$ cat src/design/rgbc_pkg.sv
// shared constants, types and codes for the rgbc colour normaliser and classifier
// no dependencies; every module of the block imports this package
package rgbc_pkg;

	localparam int SAMPLE_BITS = 16;
	localparam int RAW_W       = 16;
	localparam int LEVEL_W     = 8;
	localparam int DEN_W       = RAW_W;
	localparam int NUM_W       = DEN_W + LEVEL_W;
	localparam int STEPS       = LEVEL_W;
	localparam int LANES       = 3;
	localparam int CLASS_W     = 3;
	localparam int ADDR_W      = 4;
	localparam int DATA_W      = 32;

	localparam logic [RAW_W-1:0] SAMPLE_MASK = RAW_W'((33'd1 << SAMPLE_BITS) - 33'd1);
	localparam logic [LEVEL_W-1:0] FULL_LEVEL = '1;
	localparam logic [LEVEL_W-1:0] ZERO_LEVEL = '0;

	// colour class codes
	localparam logic [CLASS_W-1:0] CLS_NONE   = 3'd0;
	localparam logic [CLASS_W-1:0] CLS_RED    = 3'd1;
	localparam logic [CLASS_W-1:0] CLS_GREEN  = 3'd2;
	localparam logic [CLASS_W-1:0] CLS_BLUE   = 3'd3;
	localparam logic [CLASS_W-1:0] CLS_YELLOW = 3'd4;

	// register indexes (byte address / 4)
	localparam logic [1:0] REG_DOMINANT = 2'd0;
	localparam logic [1:0] REG_ABSENT   = 2'd1;
	localparam logic [1:0] REG_MIXED    = 2'd2;

	localparam logic [LEVEL_W-1:0] DOMINANT_RST = 8'd200;
	localparam logic [LEVEL_W-1:0] ABSENT_RST   = 8'd80;
	localparam logic [LEVEL_W-1:0] MIXED_RST    = 8'd150;

	typedef struct packed {
		logic [LEVEL_W-1:0] dominant;
		logic [LEVEL_W-1:0] absent;
		logic [LEVEL_W-1:0] mixed;
	} thr_t;

endpackage

$ cat src/design/rgbc_regs.sv
// apb threshold registers of the rgbc block
// depends on rgbc_pkg for register indexes, reset values and thr_t
module rgbc_regs (
	input  logic                        clk,
	input  logic                        arst_n,
	input  logic                        psel,
	input  logic                        penable,
	input  logic                        pwrite,
	input  logic [rgbc_pkg::ADDR_W-1:0] paddr,
	input  logic [rgbc_pkg::DATA_W-1:0] pwdata,
	output logic [rgbc_pkg::DATA_W-1:0] prdata,
	output logic                        pready,
	output rgbc_pkg::thr_t              thr
);
	import rgbc_pkg::*;

	thr_t       thr_q;
	logic       wr_en;
	logic [1:0] reg_idx;

	assign pready  = 1'b1;
	assign wr_en   = psel && penable && pwrite;
	assign reg_idx = paddr[ADDR_W-1:2];

	always_ff @(posedge clk or negedge arst_n) begin
		if (!arst_n) begin
			thr_q.dominant <= DOMINANT_RST;
			thr_q.absent   <= ABSENT_RST;
			thr_q.mixed    <= MIXED_RST;
		end else if (wr_en) begin
			case (reg_idx)
				REG_DOMINANT: thr_q.dominant <= pwdata[LEVEL_W-1:0];
				REG_ABSENT:   thr_q.absent   <= pwdata[LEVEL_W-1:0];
				REG_MIXED:    thr_q.mixed    <= pwdata[LEVEL_W-1:0];
				default:      ;
			endcase
		end
	end

	always_comb begin
		case (reg_idx)
			REG_DOMINANT: prdata = DATA_W'(thr_q.dominant);
			REG_ABSENT:   prdata = DATA_W'(thr_q.absent);
			REG_MIXED:    prdata = DATA_W'(thr_q.mixed);
			default:      prdata = '0;
		endcase
	end

	assign thr = thr_q;

endmodule

$ cat src/design/rgbc_div_lane.sv
// one divider lane: pipelined restoring division, one quotient bit per stage
// quotient saturates at full level; depends on rgbc_pkg for widths
module rgbc_div_lane (
	input  logic                         clk,
	input  logic                         en,
	input  logic [rgbc_pkg::NUM_W-1:0]   num,
	input  logic [rgbc_pkg::DEN_W-1:0]   den,
	output logic [rgbc_pkg::LEVEL_W-1:0] quo
);
	import rgbc_pkg::*;

	logic [DEN_W-1:0]   rem_s [0:STEPS-1];
	logic [LEVEL_W-1:0] low_s [0:STEPS-1];
	logic [DEN_W-1:0]   den_s [0:STEPS-1];
	logic [LEVEL_W-1:0] quo_s [0:STEPS];
	logic               sat_s [0:STEPS];
	logic [DEN_W:0]     trial [1:STEPS];
	logic               fit   [1:STEPS];

	// quotient too big for the level width when the top part alone reaches the divisor
	always_ff @(posedge clk) begin
		if (en) begin
			rem_s[0] <= num[NUM_W-1 -: DEN_W];
			low_s[0] <= num[LEVEL_W-1:0];
			den_s[0] <= den;
			quo_s[0] <= '0;
			sat_s[0] <= (num[NUM_W-1 -: DEN_W] >= den);
		end
	end

	for (genvar k = 1; k <= STEPS; k++) begin : g_step
		assign trial[k] = {rem_s[k-1], low_s[k-1][LEVEL_W-1]};
		assign fit[k]   = (trial[k] >= {1'b0, den_s[k-1]});

		always_ff @(posedge clk) begin
			if (en) begin
				quo_s[k] <= {quo_s[k-1][LEVEL_W-2:0], fit[k]};
				sat_s[k] <= sat_s[k-1];
			end
		end

		if (k < STEPS) begin : g_rem
			always_ff @(posedge clk) begin
				if (en) begin
					rem_s[k] <= fit[k] ? DEN_W'(trial[k] - {1'b0, den_s[k-1]})
					                   : trial[k][DEN_W-1:0];
					low_s[k] <= {low_s[k-1][LEVEL_W-2:0], 1'b0};
					den_s[k] <= den_s[k-1];
				end
			end
		end
	end

	assign quo = sat_s[STEPS] ? FULL_LEVEL : quo_s[STEPS];

endmodule

$ cat src/design/rgbc_classify.sv
// merging stage: classifies the stretched colour and holds the result item
// depends on rgbc_pkg for class codes, thresholds and widths
module rgbc_classify (
	input  logic                         clk,
	input  logic                         arst_n,
	input  logic                         en,
	input  logic                         in_vld,
	input  logic [rgbc_pkg::LEVEL_W-1:0] lvl_r,
	input  logic [rgbc_pkg::LEVEL_W-1:0] lvl_g,
	input  logic [rgbc_pkg::LEVEL_W-1:0] lvl_b,
	input  rgbc_pkg::thr_t               thr,
	output logic                         out_valid,
	output logic [rgbc_pkg::LEVEL_W-1:0] out_red,
	output logic [rgbc_pkg::LEVEL_W-1:0] out_green,
	output logic [rgbc_pkg::LEVEL_W-1:0] out_blue,
	output logic [rgbc_pkg::CLASS_W-1:0] color_class
);
	import rgbc_pkg::*;

	logic               vld_q;
	logic [LEVEL_W-1:0] r_q, g_q, b_q;
	logic [CLASS_W-1:0] cls_q;
	logic [LEVEL_W-1:0] r_n, g_n, b_n;
	logic [CLASS_W-1:0] cls_n;
	logic               r_dom, g_dom, b_dom, r_abs, g_abs, b_abs, r_mix, g_mix;

	assign r_dom = lvl_r >= thr.dominant;
	assign g_dom = lvl_g >= thr.dominant;
	assign b_dom = lvl_b >= thr.dominant;
	assign r_abs = lvl_r < thr.absent;
	assign g_abs = lvl_g < thr.absent;
	assign b_abs = lvl_b < thr.absent;
	assign r_mix = lvl_r >= thr.mixed;
	assign g_mix = lvl_g >= thr.mixed;

	// rules in priority order, first match wins
	always_comb begin
		r_n   = lvl_r;
		g_n   = lvl_g;
		b_n   = lvl_b;
		cls_n = CLS_NONE;
		if (r_dom && g_abs && b_abs) begin
			r_n = FULL_LEVEL; g_n = ZERO_LEVEL; b_n = ZERO_LEVEL; cls_n = CLS_RED;
		end else if (g_dom && r_abs && b_abs) begin
			r_n = ZERO_LEVEL; g_n = FULL_LEVEL; b_n = ZERO_LEVEL; cls_n = CLS_GREEN;
		end else if (b_dom && r_abs && g_abs) begin
			r_n = ZERO_LEVEL; g_n = ZERO_LEVEL; b_n = FULL_LEVEL; cls_n = CLS_BLUE;
		end else if (r_mix && g_mix && b_abs) begin
			r_n = FULL_LEVEL; g_n = FULL_LEVEL; b_n = ZERO_LEVEL; cls_n = CLS_YELLOW;
		end
	end

	always_ff @(posedge clk or negedge arst_n) begin
		if (!arst_n) begin
			vld_q <= 1'b0;
		end else if (en) begin
			vld_q <= in_vld;
		end
	end

	always_ff @(posedge clk) begin
		if (en) begin
			r_q   <= r_n;
			g_q   <= g_n;
			b_q   <= b_n;
			cls_q <= cls_n;
		end
	end

	assign out_valid   = vld_q;
	assign out_red     = r_q;
	assign out_green   = g_q;
	assign out_blue    = b_q;
	assign color_class = cls_q;

endmodule

$ cat src/design/rgbc_color_normalize_classify.sv
// top level of the rgbc colour normaliser and classifier
// depends on rgbc_pkg, rgbc_regs, rgbc_div_lane and rgbc_classify
//
//  channel | handshake          | payload
//  --------+--------------------+--------------------------------------------
//  input   | in_valid/in_ready  | raw_red, raw_green, raw_blue, raw_clear
//  result  | out_valid/out_ready| out_red, out_green, out_blue, color_class
//  config  | apb, pready high   | paddr, pwdata, prdata (thresholds)
//
//  one item per cycle unless the output stalls; stages: two 9-stage divider lane banks
//  (one quotient bit per stage), one peak stage and the output register
//  a zero clear count or an all-zero level item drops out with no result
//  the whole pipeline holds while a result waits and out_ready is low
//  reset clears every stage valid bit and loads the threshold reset values
module rgbc_color_normalize_classify (
	input  logic                         clk,
	input  logic                         arst_n,
	input  logic                         in_valid,
	output logic                         in_ready,
	input  logic [rgbc_pkg::RAW_W-1:0]   raw_red,
	input  logic [rgbc_pkg::RAW_W-1:0]   raw_green,
	input  logic [rgbc_pkg::RAW_W-1:0]   raw_blue,
	input  logic [rgbc_pkg::RAW_W-1:0]   raw_clear,
	output logic                         out_valid,
	input  logic                         out_ready,
	output logic [rgbc_pkg::LEVEL_W-1:0] out_red,
	output logic [rgbc_pkg::LEVEL_W-1:0] out_green,
	output logic [rgbc_pkg::LEVEL_W-1:0] out_blue,
	output logic [rgbc_pkg::CLASS_W-1:0] color_class,
	input  logic                         psel,
	input  logic                         penable,
	input  logic                         pwrite,
	input  logic [rgbc_pkg::ADDR_W-1:0]  paddr,
	input  logic [rgbc_pkg::DATA_W-1:0]  pwdata,
	output logic [rgbc_pkg::DATA_W-1:0]  prdata,
	output logic                         pready
);
	import rgbc_pkg::*;

	thr_t               thr;
	logic               en;
	logic [RAW_W-1:0]   raw_m [0:LANES-1];
	logic [RAW_W-1:0]   clear_m;
	logic [LEVEL_W-1:0] lvl_a [0:LANES-1];
	logic [LEVEL_W-1:0] lvl_b [0:LANES-1];
	logic               vld_a_q [0:STEPS];
	logic               vld_b_q [0:STEPS];
	logic [LEVEL_W-1:0] lvl_s10 [0:LANES-1];
	logic [LEVEL_W-1:0] peak_s10;
	logic               vld_s10_q;
	logic [LEVEL_W-1:0] peak_n;

	assign en       = !out_valid || out_ready;
	assign in_ready = en;

	assign raw_m[0] = raw_red   & SAMPLE_MASK;
	assign raw_m[1] = raw_green & SAMPLE_MASK;
	assign raw_m[2] = raw_blue  & SAMPLE_MASK;
	assign clear_m  = raw_clear & SAMPLE_MASK;

	rgbc_regs u_regs (
		.clk     (clk),
		.arst_n  (arst_n),
		.psel    (psel),
		.penable (penable),
		.pwrite  (pwrite),
		.paddr   (paddr),
		.pwdata  (pwdata),
		.prdata  (prdata),
		.pready  (pready),
		.thr     (thr)
	);

	// first bank: level = min(raw * 255 / clear, 255)
	for (genvar i = 0; i < LANES; i++) begin : g_lane_a
		rgbc_div_lane u_div (
			.clk (clk),
			.en  (en),
			.num ({raw_m[i], ZERO_LEVEL} - {ZERO_LEVEL, raw_m[i]}),
			.den (clear_m),
			.quo (lvl_a[i])
		);
	end

	always_comb begin
		peak_n = lvl_a[0];
		if (lvl_a[1] > peak_n) begin
			peak_n = lvl_a[1];
		end
		if (lvl_a[2] > peak_n) begin
			peak_n = lvl_a[2];
		end
	end

	always_ff @(posedge clk) begin
		if (en) begin
			lvl_s10  <= lvl_a;
			peak_s10 <= peak_n;
		end
	end

	// second bank: stretch so the peak reaches full level
	for (genvar i = 0; i < LANES; i++) begin : g_lane_b
		rgbc_div_lane u_div (
			.clk (clk),
			.en  (en),
			.num (NUM_W'({lvl_s10[i], ZERO_LEVEL} - {ZERO_LEVEL, lvl_s10[i]})),
			.den (DEN_W'(peak_s10)),
			.quo (lvl_b[i])
		);
	end

	// item valid bits travel alongside the lanes
	always_ff @(posedge clk or negedge arst_n) begin
		if (!arst_n) begin
			for (int k = 0; k <= STEPS; k++) begin
				vld_a_q[k] <= 1'b0;
				vld_b_q[k] <= 1'b0;
			end
			vld_s10_q <= 1'b0;
		end else if (en) begin
			vld_a_q[0] <= in_valid && (clear_m != '0);
			for (int k = 1; k <= STEPS; k++) begin
				vld_a_q[k] <= vld_a_q[k-1];
				vld_b_q[k] <= vld_b_q[k-1];
			end
			vld_s10_q  <= vld_a_q[STEPS] && (peak_n != '0);
			vld_b_q[0] <= vld_s10_q;
		end
	end

	rgbc_classify u_classify (
		.clk         (clk),
		.arst_n      (arst_n),
		.en          (en),
		.in_vld      (vld_b_q[STEPS]),
		.lvl_r       (lvl_b[0]),
		.lvl_g       (lvl_b[1]),
		.lvl_b       (lvl_b[2]),
		.thr         (thr),
		.out_valid   (out_valid),
		.out_red     (out_red),
		.out_green   (out_green),
		.out_blue    (out_blue),
		.color_class (color_class)
	);

	// a peak that survives the zero check is never zero
	a_peak_nonzero: assert property (@(posedge clk) disable iff (!arst_n)
		vld_s10_q |-> peak_s10 != '0)
		else $error("zero peak reached the stretch lanes");

	// an unclassified colour is stretched, so one channel sits at full level
	a_stretch_full: assert property (@(posedge clk) disable iff (!arst_n)
		out_valid && color_class == CLS_NONE |->
		out_red == FULL_LEVEL || out_green == FULL_LEVEL || out_blue == FULL_LEVEL)
		else $error("stretched colour has no channel at full level");

	// pure red is forced to full-intensity red
	a_red_forced: assert property (@(posedge clk) disable iff (!arst_n)
		out_valid && color_class == CLS_RED |->
		out_red == FULL_LEVEL && out_green == ZERO_LEVEL && out_blue == ZERO_LEVEL)
		else $error("red item not forced");

	// stalled pipeline keeps its items in place
	a_stall_hold: assert property (@(posedge clk) disable iff (!arst_n)
		!en |=> $stable(vld_s10_q) && $stable(vld_b_q[STEPS]))
		else $error("pipeline moved during a stall");

endmodule

$ cat config.mk
export PLATFORM = sky130hd
export DESIGN_NAME = rgbc_color_normalize_classify
export DESIGN_NICKNAME = d
export VERILOG_FILES = /design/src/design/rgbc_pkg.sv /design/src/design/rgbc_regs.sv /design/src/design/rgbc_div_lane.sv /design/src/design/rgbc_classify.sv /design/src/design/rgbc_color_normalize_classify.sv
export SDC_FILE = /design/constraint.sdc
export NUM_CORES = 2
export LEC_CHECK = 0
export BUFFER_PORTS_ARGS = -buffer_cell sky130_fd_sc_hd__buf_2
export CAP_MARGIN = 20
export CELL_PAD_IN_SITES_DETAIL_PLACEMENT = 0
export CELL_PAD_IN_SITES_GLOBAL_PLACEMENT = 2
export CORE_ASPECT_RATIO = 0.75
export CORE_MARGIN = 2
export CORE_UTILIZATION = 46
export DETAILED_ROUTE_END_ITERATION = 16
export PLACE_DENSITY_LB_ADDON = 0.1
export SLEW_MARGIN = 20
export SYNTH_ARGS = -nofsm -noshare
export SYNTH_HDL_FRONTEND = slang
export SYNTH_HIERARCHICAL = 1
export SYNTH_SLANG_ARGS = --single-unit
$ cat constraint.sdc
create_clock -name clk -period 141.6 [get_ports clk]
set_input_delay 42.48 -clock clk [delete_from_list [all_inputs] [get_ports clk]]
set_output_delay 42.48 -clock clk [all_outputs]
set_load 0.02 [all_outputs]
==> flow_results.org <==
** Run status
- Outcome :: complete, no violations

** Yosys
- The Yosys step of the flow raised 6 warnings.
- Counting flops with a built-in enable in the synthesized netlist gives 2081.
- sky130_fd_sc_hd__edfxtp_1 is the most common cell in the netlist.
- Gate Count Post-Synth :: 9708
- Of all cell types, the one taking the most synthesized area is sky130_fd_sc_hd__edfxtp_1.
- By area the synthesized netlist is led by sky130_fd_sc_hd__edfxtp_1 53%, sky130_fd_sc_hd__ha_1 10%, sky130_fd_sc_hd__inv_1 3.7%.
- Counting instances in the post-synthesis netlist gives the leading cell types as 2081 x sky130_fd_sc_hd__edfxtp_1, 1142 x sky130_fd_sc_hd__inv_1, 971 x sky130_fd_sc_hd__ha_1.
- Proportion of netlist area held by the largest area contributor :: 53.43%
- In this run the mean area of a mapped cell was 12.05 sq um.
- Post-synthesis sequential area ratio :: a little over half
- In this run, synthesis produced a sequential element count of 2125.
- Async set or reset register ratio after synthesis :: 2.071%
- Primary FF master, synth :: sky130_fd_sc_hd__edfxtp_1
- Post-synth cell types :: between 100 and 150
- After synthesis the cells add up to between 100000 and 150000 sq um.

** Floorplan
- Initial core utilization :: between 40% and 50%
- Std-Cell Core Area :: 253200 sq um
- In this run the horizontal extent of the chip is 586.2 um.
- Die Y :: 440.7 um
- Total die area :: 258300 sq um
- In this run the core area contains 160 standard-cell rows.
- 169 I/O pins were placed.

** STA
- Setup total negative slack on the finished layout was measured at 0 ns.
- Number of slew-limit violations in the final report :: 0
- Maximum clock rate :: 11.53 MHz
- Final worst path period share :: 61.23%
- The final hold violation count was 0.
- RSZ-0062 raised after global routing :: no
- Setup violations remaining at the end of the flow were counted as 0.
- At the pin with the least slew margin, the transition time is 1.085 ns.
- The worst pin sits at a relative slew slack of between 20% and 30%.
- Clock Skew :: 0.04199 ns
- Minimum clock period after layout :: 86.70 ns

** Routing
- Once detail routing completed, the nets flagged for antenna violations numbered 0.
- The routed layout has 71119 vias.
- After detailed routing, the total wire length is 233.0 mm.
- Detail-routed via count per cell :: 5.212
- Avg WL per Cell :: around 17 um
- For this run, the detailed router's first-pass iteration total came to 7.
- # DRC :: 0
- After the first detailed-routing iteration, the DRC count stood at 4141.

** Global route
- Antenna violations before repair :: 1
- Global routing consumed, over all layers together, about 18% of the routing resources.
- The number of global-route vias before repair is between 70000 and 80000.
- Leftover overflow at the end of global routing :: 0
- First-pass GRT wire length :: ~380 mm
- Largest net degree at the start of global routing :: 196

** Setup path
- In this run the worst path has a maximum fanout of 12.
- Reg-to-Reg End :: u_classify/out_red[0]
- For flop-to-flop paths, the worst setup slack is 134.64 ns.
- Cells on worst reg2reg path :: 9
- Kind of end point of the critical path :: primary output
- At the worst endpoint, the required time is roughly 99 ns.
- The critical path ends at prdata[0].
- Data arrives at the worst endpoint at roughly 44 ns.
- STA classifies the critical path startpoint as a primary input.
- The most critical setup path has its startpoint at paddr[3].
- In this run the critical register-to-register path is launched from u_classify/out_valid.
- The critical path is of the primary input to primary output type.

** CTS
- CTS tree :: done
- Root Driver :: sky130_fd_sc_hd__clkbuf_16
- Sink count of the clock tree :: 2125
- Worst-case clock buffer depth :: 4
- The H-tree generated during clock tree synthesis spans 4 levels.
- In this run, post-CTS repair resized a total of 0 instances.
- Counting the buffers created by CTS gives approximately 230.
- Clock insertion delay at the later pin of the skew report :: about 0.87 ns
- After clock tree synthesis, the clock-pin slew on the worst setup and hold paths is 0.06 ns.
- Post-CTS timing repair inserted 0 buffers for setup.
- Hold-fix buffers at CTS :: 0

** Finish
- Fill cell total of the finished layout :: around 22000
- Sequential cell area in the final layout :: 63600 sq um
- Area occupied by multi-input gates :: slightly below 50000 sq um
- Area added between synthesis and finish :: 10.41%
- The final layout contains around 11000 nets.
- Of the cells placed in the final design, the portion with a size suffix greater than 1 is 10.25%.

** Run
- Max-cap violations in this run came to 0.

** Placement
- The HPWL after detailed placement is 174.5 mm.
- Routability-driven placement congestion ratio :: between 0.8 and 0.9
- During placement, the flow inserted port buffers numbering 117.

** Min path
- The path class of the tightest hold or removal check is register to register.
-- logic make-up after synthesis --
| family | synth area share (%) |
|---|---|
| compound gates | 12.71 |
| fa+ha+maj | 11.11 |
| other cells | 0.009628 |
| flops | 54.38 |
| simple gates | 8.716 |
| buf+inv | 4.516 |
| xor+xnor | 4.021 |
| mux | 4.537 |
-- per-layer routing --
layer | share of wire, % | track usage [%] | vias to the layer above
li1 | - | - | 36285
met1 | 51 | 26.46 | 33408
met2 | 43 | 27.97 | 1068
met3 | 3.4 | 2.292 | 358
met4 | 2.4 | 4.818 | 0
met5 | 0 | 0 | -
-- worst max-delay path, cell delays in order --
cell and delay [ns]:
sky130_fd_sc_hd__buf_2 0.26, sky130_fd_sc_hd__nor2b_1 0.88, sky130_fd_sc_hd__nand2_1 0.14, sky130_fd_sc_hd__o21ai_0 0.20, sky130_fd_sc_hd__buf_2 0.24
-- placed cells by master (no fill, tap or decap), types with 31 or more instances in the layout --
cell                           n
sky130_fd_sc_hd__nand2_1     572
sky130_fd_sc_hd__nand3_1     145
sky130_fd_sc_hd__nor2_1      492
sky130_fd_sc_hd__o31ai_1      73
sky130_fd_sc_hd__clkbuf_16   229
sky130_fd_sc_hd__inv_1      1141
sky130_fd_sc_hd__nor2b_1     139
sky130_fd_sc_hd__nor3_1      120
sky130_fd_sc_hd__o21bai_1     60
sky130_fd_sc_hd__bufinv_16    31
sky130_fd_sc_hd__xnor2_1     351
sky130_fd_sc_hd__ha_1        971
sky130_fd_sc_hd__dfrtp_1      35
sky130_fd_sc_hd__buf_2       117
sky130_fd_sc_hd__clkinv_1     43
sky130_fd_sc_hd__or3_1        64
sky130_fd_sc_hd__or2_2        84
sky130_fd_sc_hd__o21ai_1      53
sky130_fd_sc_hd__o21a_1      119
sky130_fd_sc_hd__a31oi_1      70
sky130_fd_sc_hd__xor2_1      186
sky130_fd_sc_hd__nor4_1       38
sky130_fd_sc_hd__fa_1         42
sky130_fd_sc_hd__a21oi_1     504
sky130_fd_sc_hd__buf_4        35
sky130_fd_sc_hd__edfxtp_1   2081
sky130_fd_sc_hd__mux2i_1      82
sky130_fd_sc_hd__a21o_1      264
sky130_fd_sc_hd__and2_1       44
sky130_fd_sc_hd__mux2_4       70
sky130_fd_sc_hd__o21ai_0     518
sky130_fd_sc_hd__nand4_1     101
sky130_fd_sc_hd__a211oi_1     71
sky130_fd_sc_hd__mux2_2      232
sky130_fd_sc_hd__clkbuf_1     41
sky130_fd_sc_hd__o31a_1       55
sky130_fd_sc_hd__mux2_1       71
sky130_fd_sc_hd__a21boi_0     46
sky130_fd_sc_hd__conb_1      121
sky130_fd_sc_hd__nand2b_1    118
-- stage by stage --
stage	util, %	instances	hold WS [ns]	cell area [sq um]	setup slack [ns]
after detailed placement	48.04	13233	0.4045	121600	54.92
after global placement	48.04	13233	0.4016	121600	54.97
after global routing	50.99	13645	0.4062	129100	54.82
after floorplan	-	9826	0.4003	117400	16.38
after CTS	50.98	13643	0.3862	129100	54.92
final	50.99	13645	0.3896	129100	54.90
-- worst min path at each step --
stage / from / to / depth (start not counted)
3_5_place_dp: g_lane_a[0].u_div/low_s[0][0] / g_lane_a[0].u_div/low_s[0][8] / 0
3_3_place_gp: g_lane_b[2].u_div/quo_s[1][27] / g_lane_b[2].u_div/quo_s[2][4] / 0
4_1_cts: g_lane_a[2].u_div/quo_s[1][25] / g_lane_a[2].u_div/quo_s[2][2] / 0
2_1_floorplan: g_lane_a[0].u_div/low_s[0][2] / g_lane_a[0].u_div/low_s[0][10] / 0
6_report: g_lane_a[2].u_div/quo_s[1][25] / g_lane_a[2].u_div/quo_s[2][2] / 0
5_1_grt: g_lane_a[2].u_div/quo_s[1][25] / g_lane_a[2].u_div/quo_s[2][2] / 0
-- layout make-up --
cell class                 instances  share of cell area, %
clock inverter                   137                  1.179
sequential                      2125                  49.25
tap                             3402                  3.296
inverter                        1148                  3.343
antenna                            2               0.003876
multi-input combinational       6403                  37.63
clock buffer                     273                  4.589
timing repair buffer             155                 0.7034
-- flip-flops by register name, summed over array words and instances (netlist names), 8 cells and up --
| signal | count |
|---|---|
| u_regs/thr | 24 |
| u_classify/out_blue | 8 |
| g_lane_a.u_div/den_s | 384 |
| g_lane_a.u_div/low_s | 108 |
| u_classify/out_red | 8 |
| g_lane_b.u_div/sat_s | 27 |
| g_lane_b.u_div/low_s | 108 |
| vld_b_q | 9 |
| lvl_s10 | 24 |
| g_lane_a.u_div/sat_s | 27 |
| vld_a_q | 9 |
| g_lane_b.u_div/den_s | 384 |
| g_lane_a.u_div/quo_s | 108 |
| g_lane_b.u_div/rem_s | 384 |
| g_lane_a.u_div/rem_s | 384 |
| u_classify/out_green | 8 |
| peak_s10 | 8 |
| g_lane_b.u_div/quo_s | 108 |
Power is not shown: default switching activity piles up to over one toggle a cycle in this logic, so the estimate is an artifact.
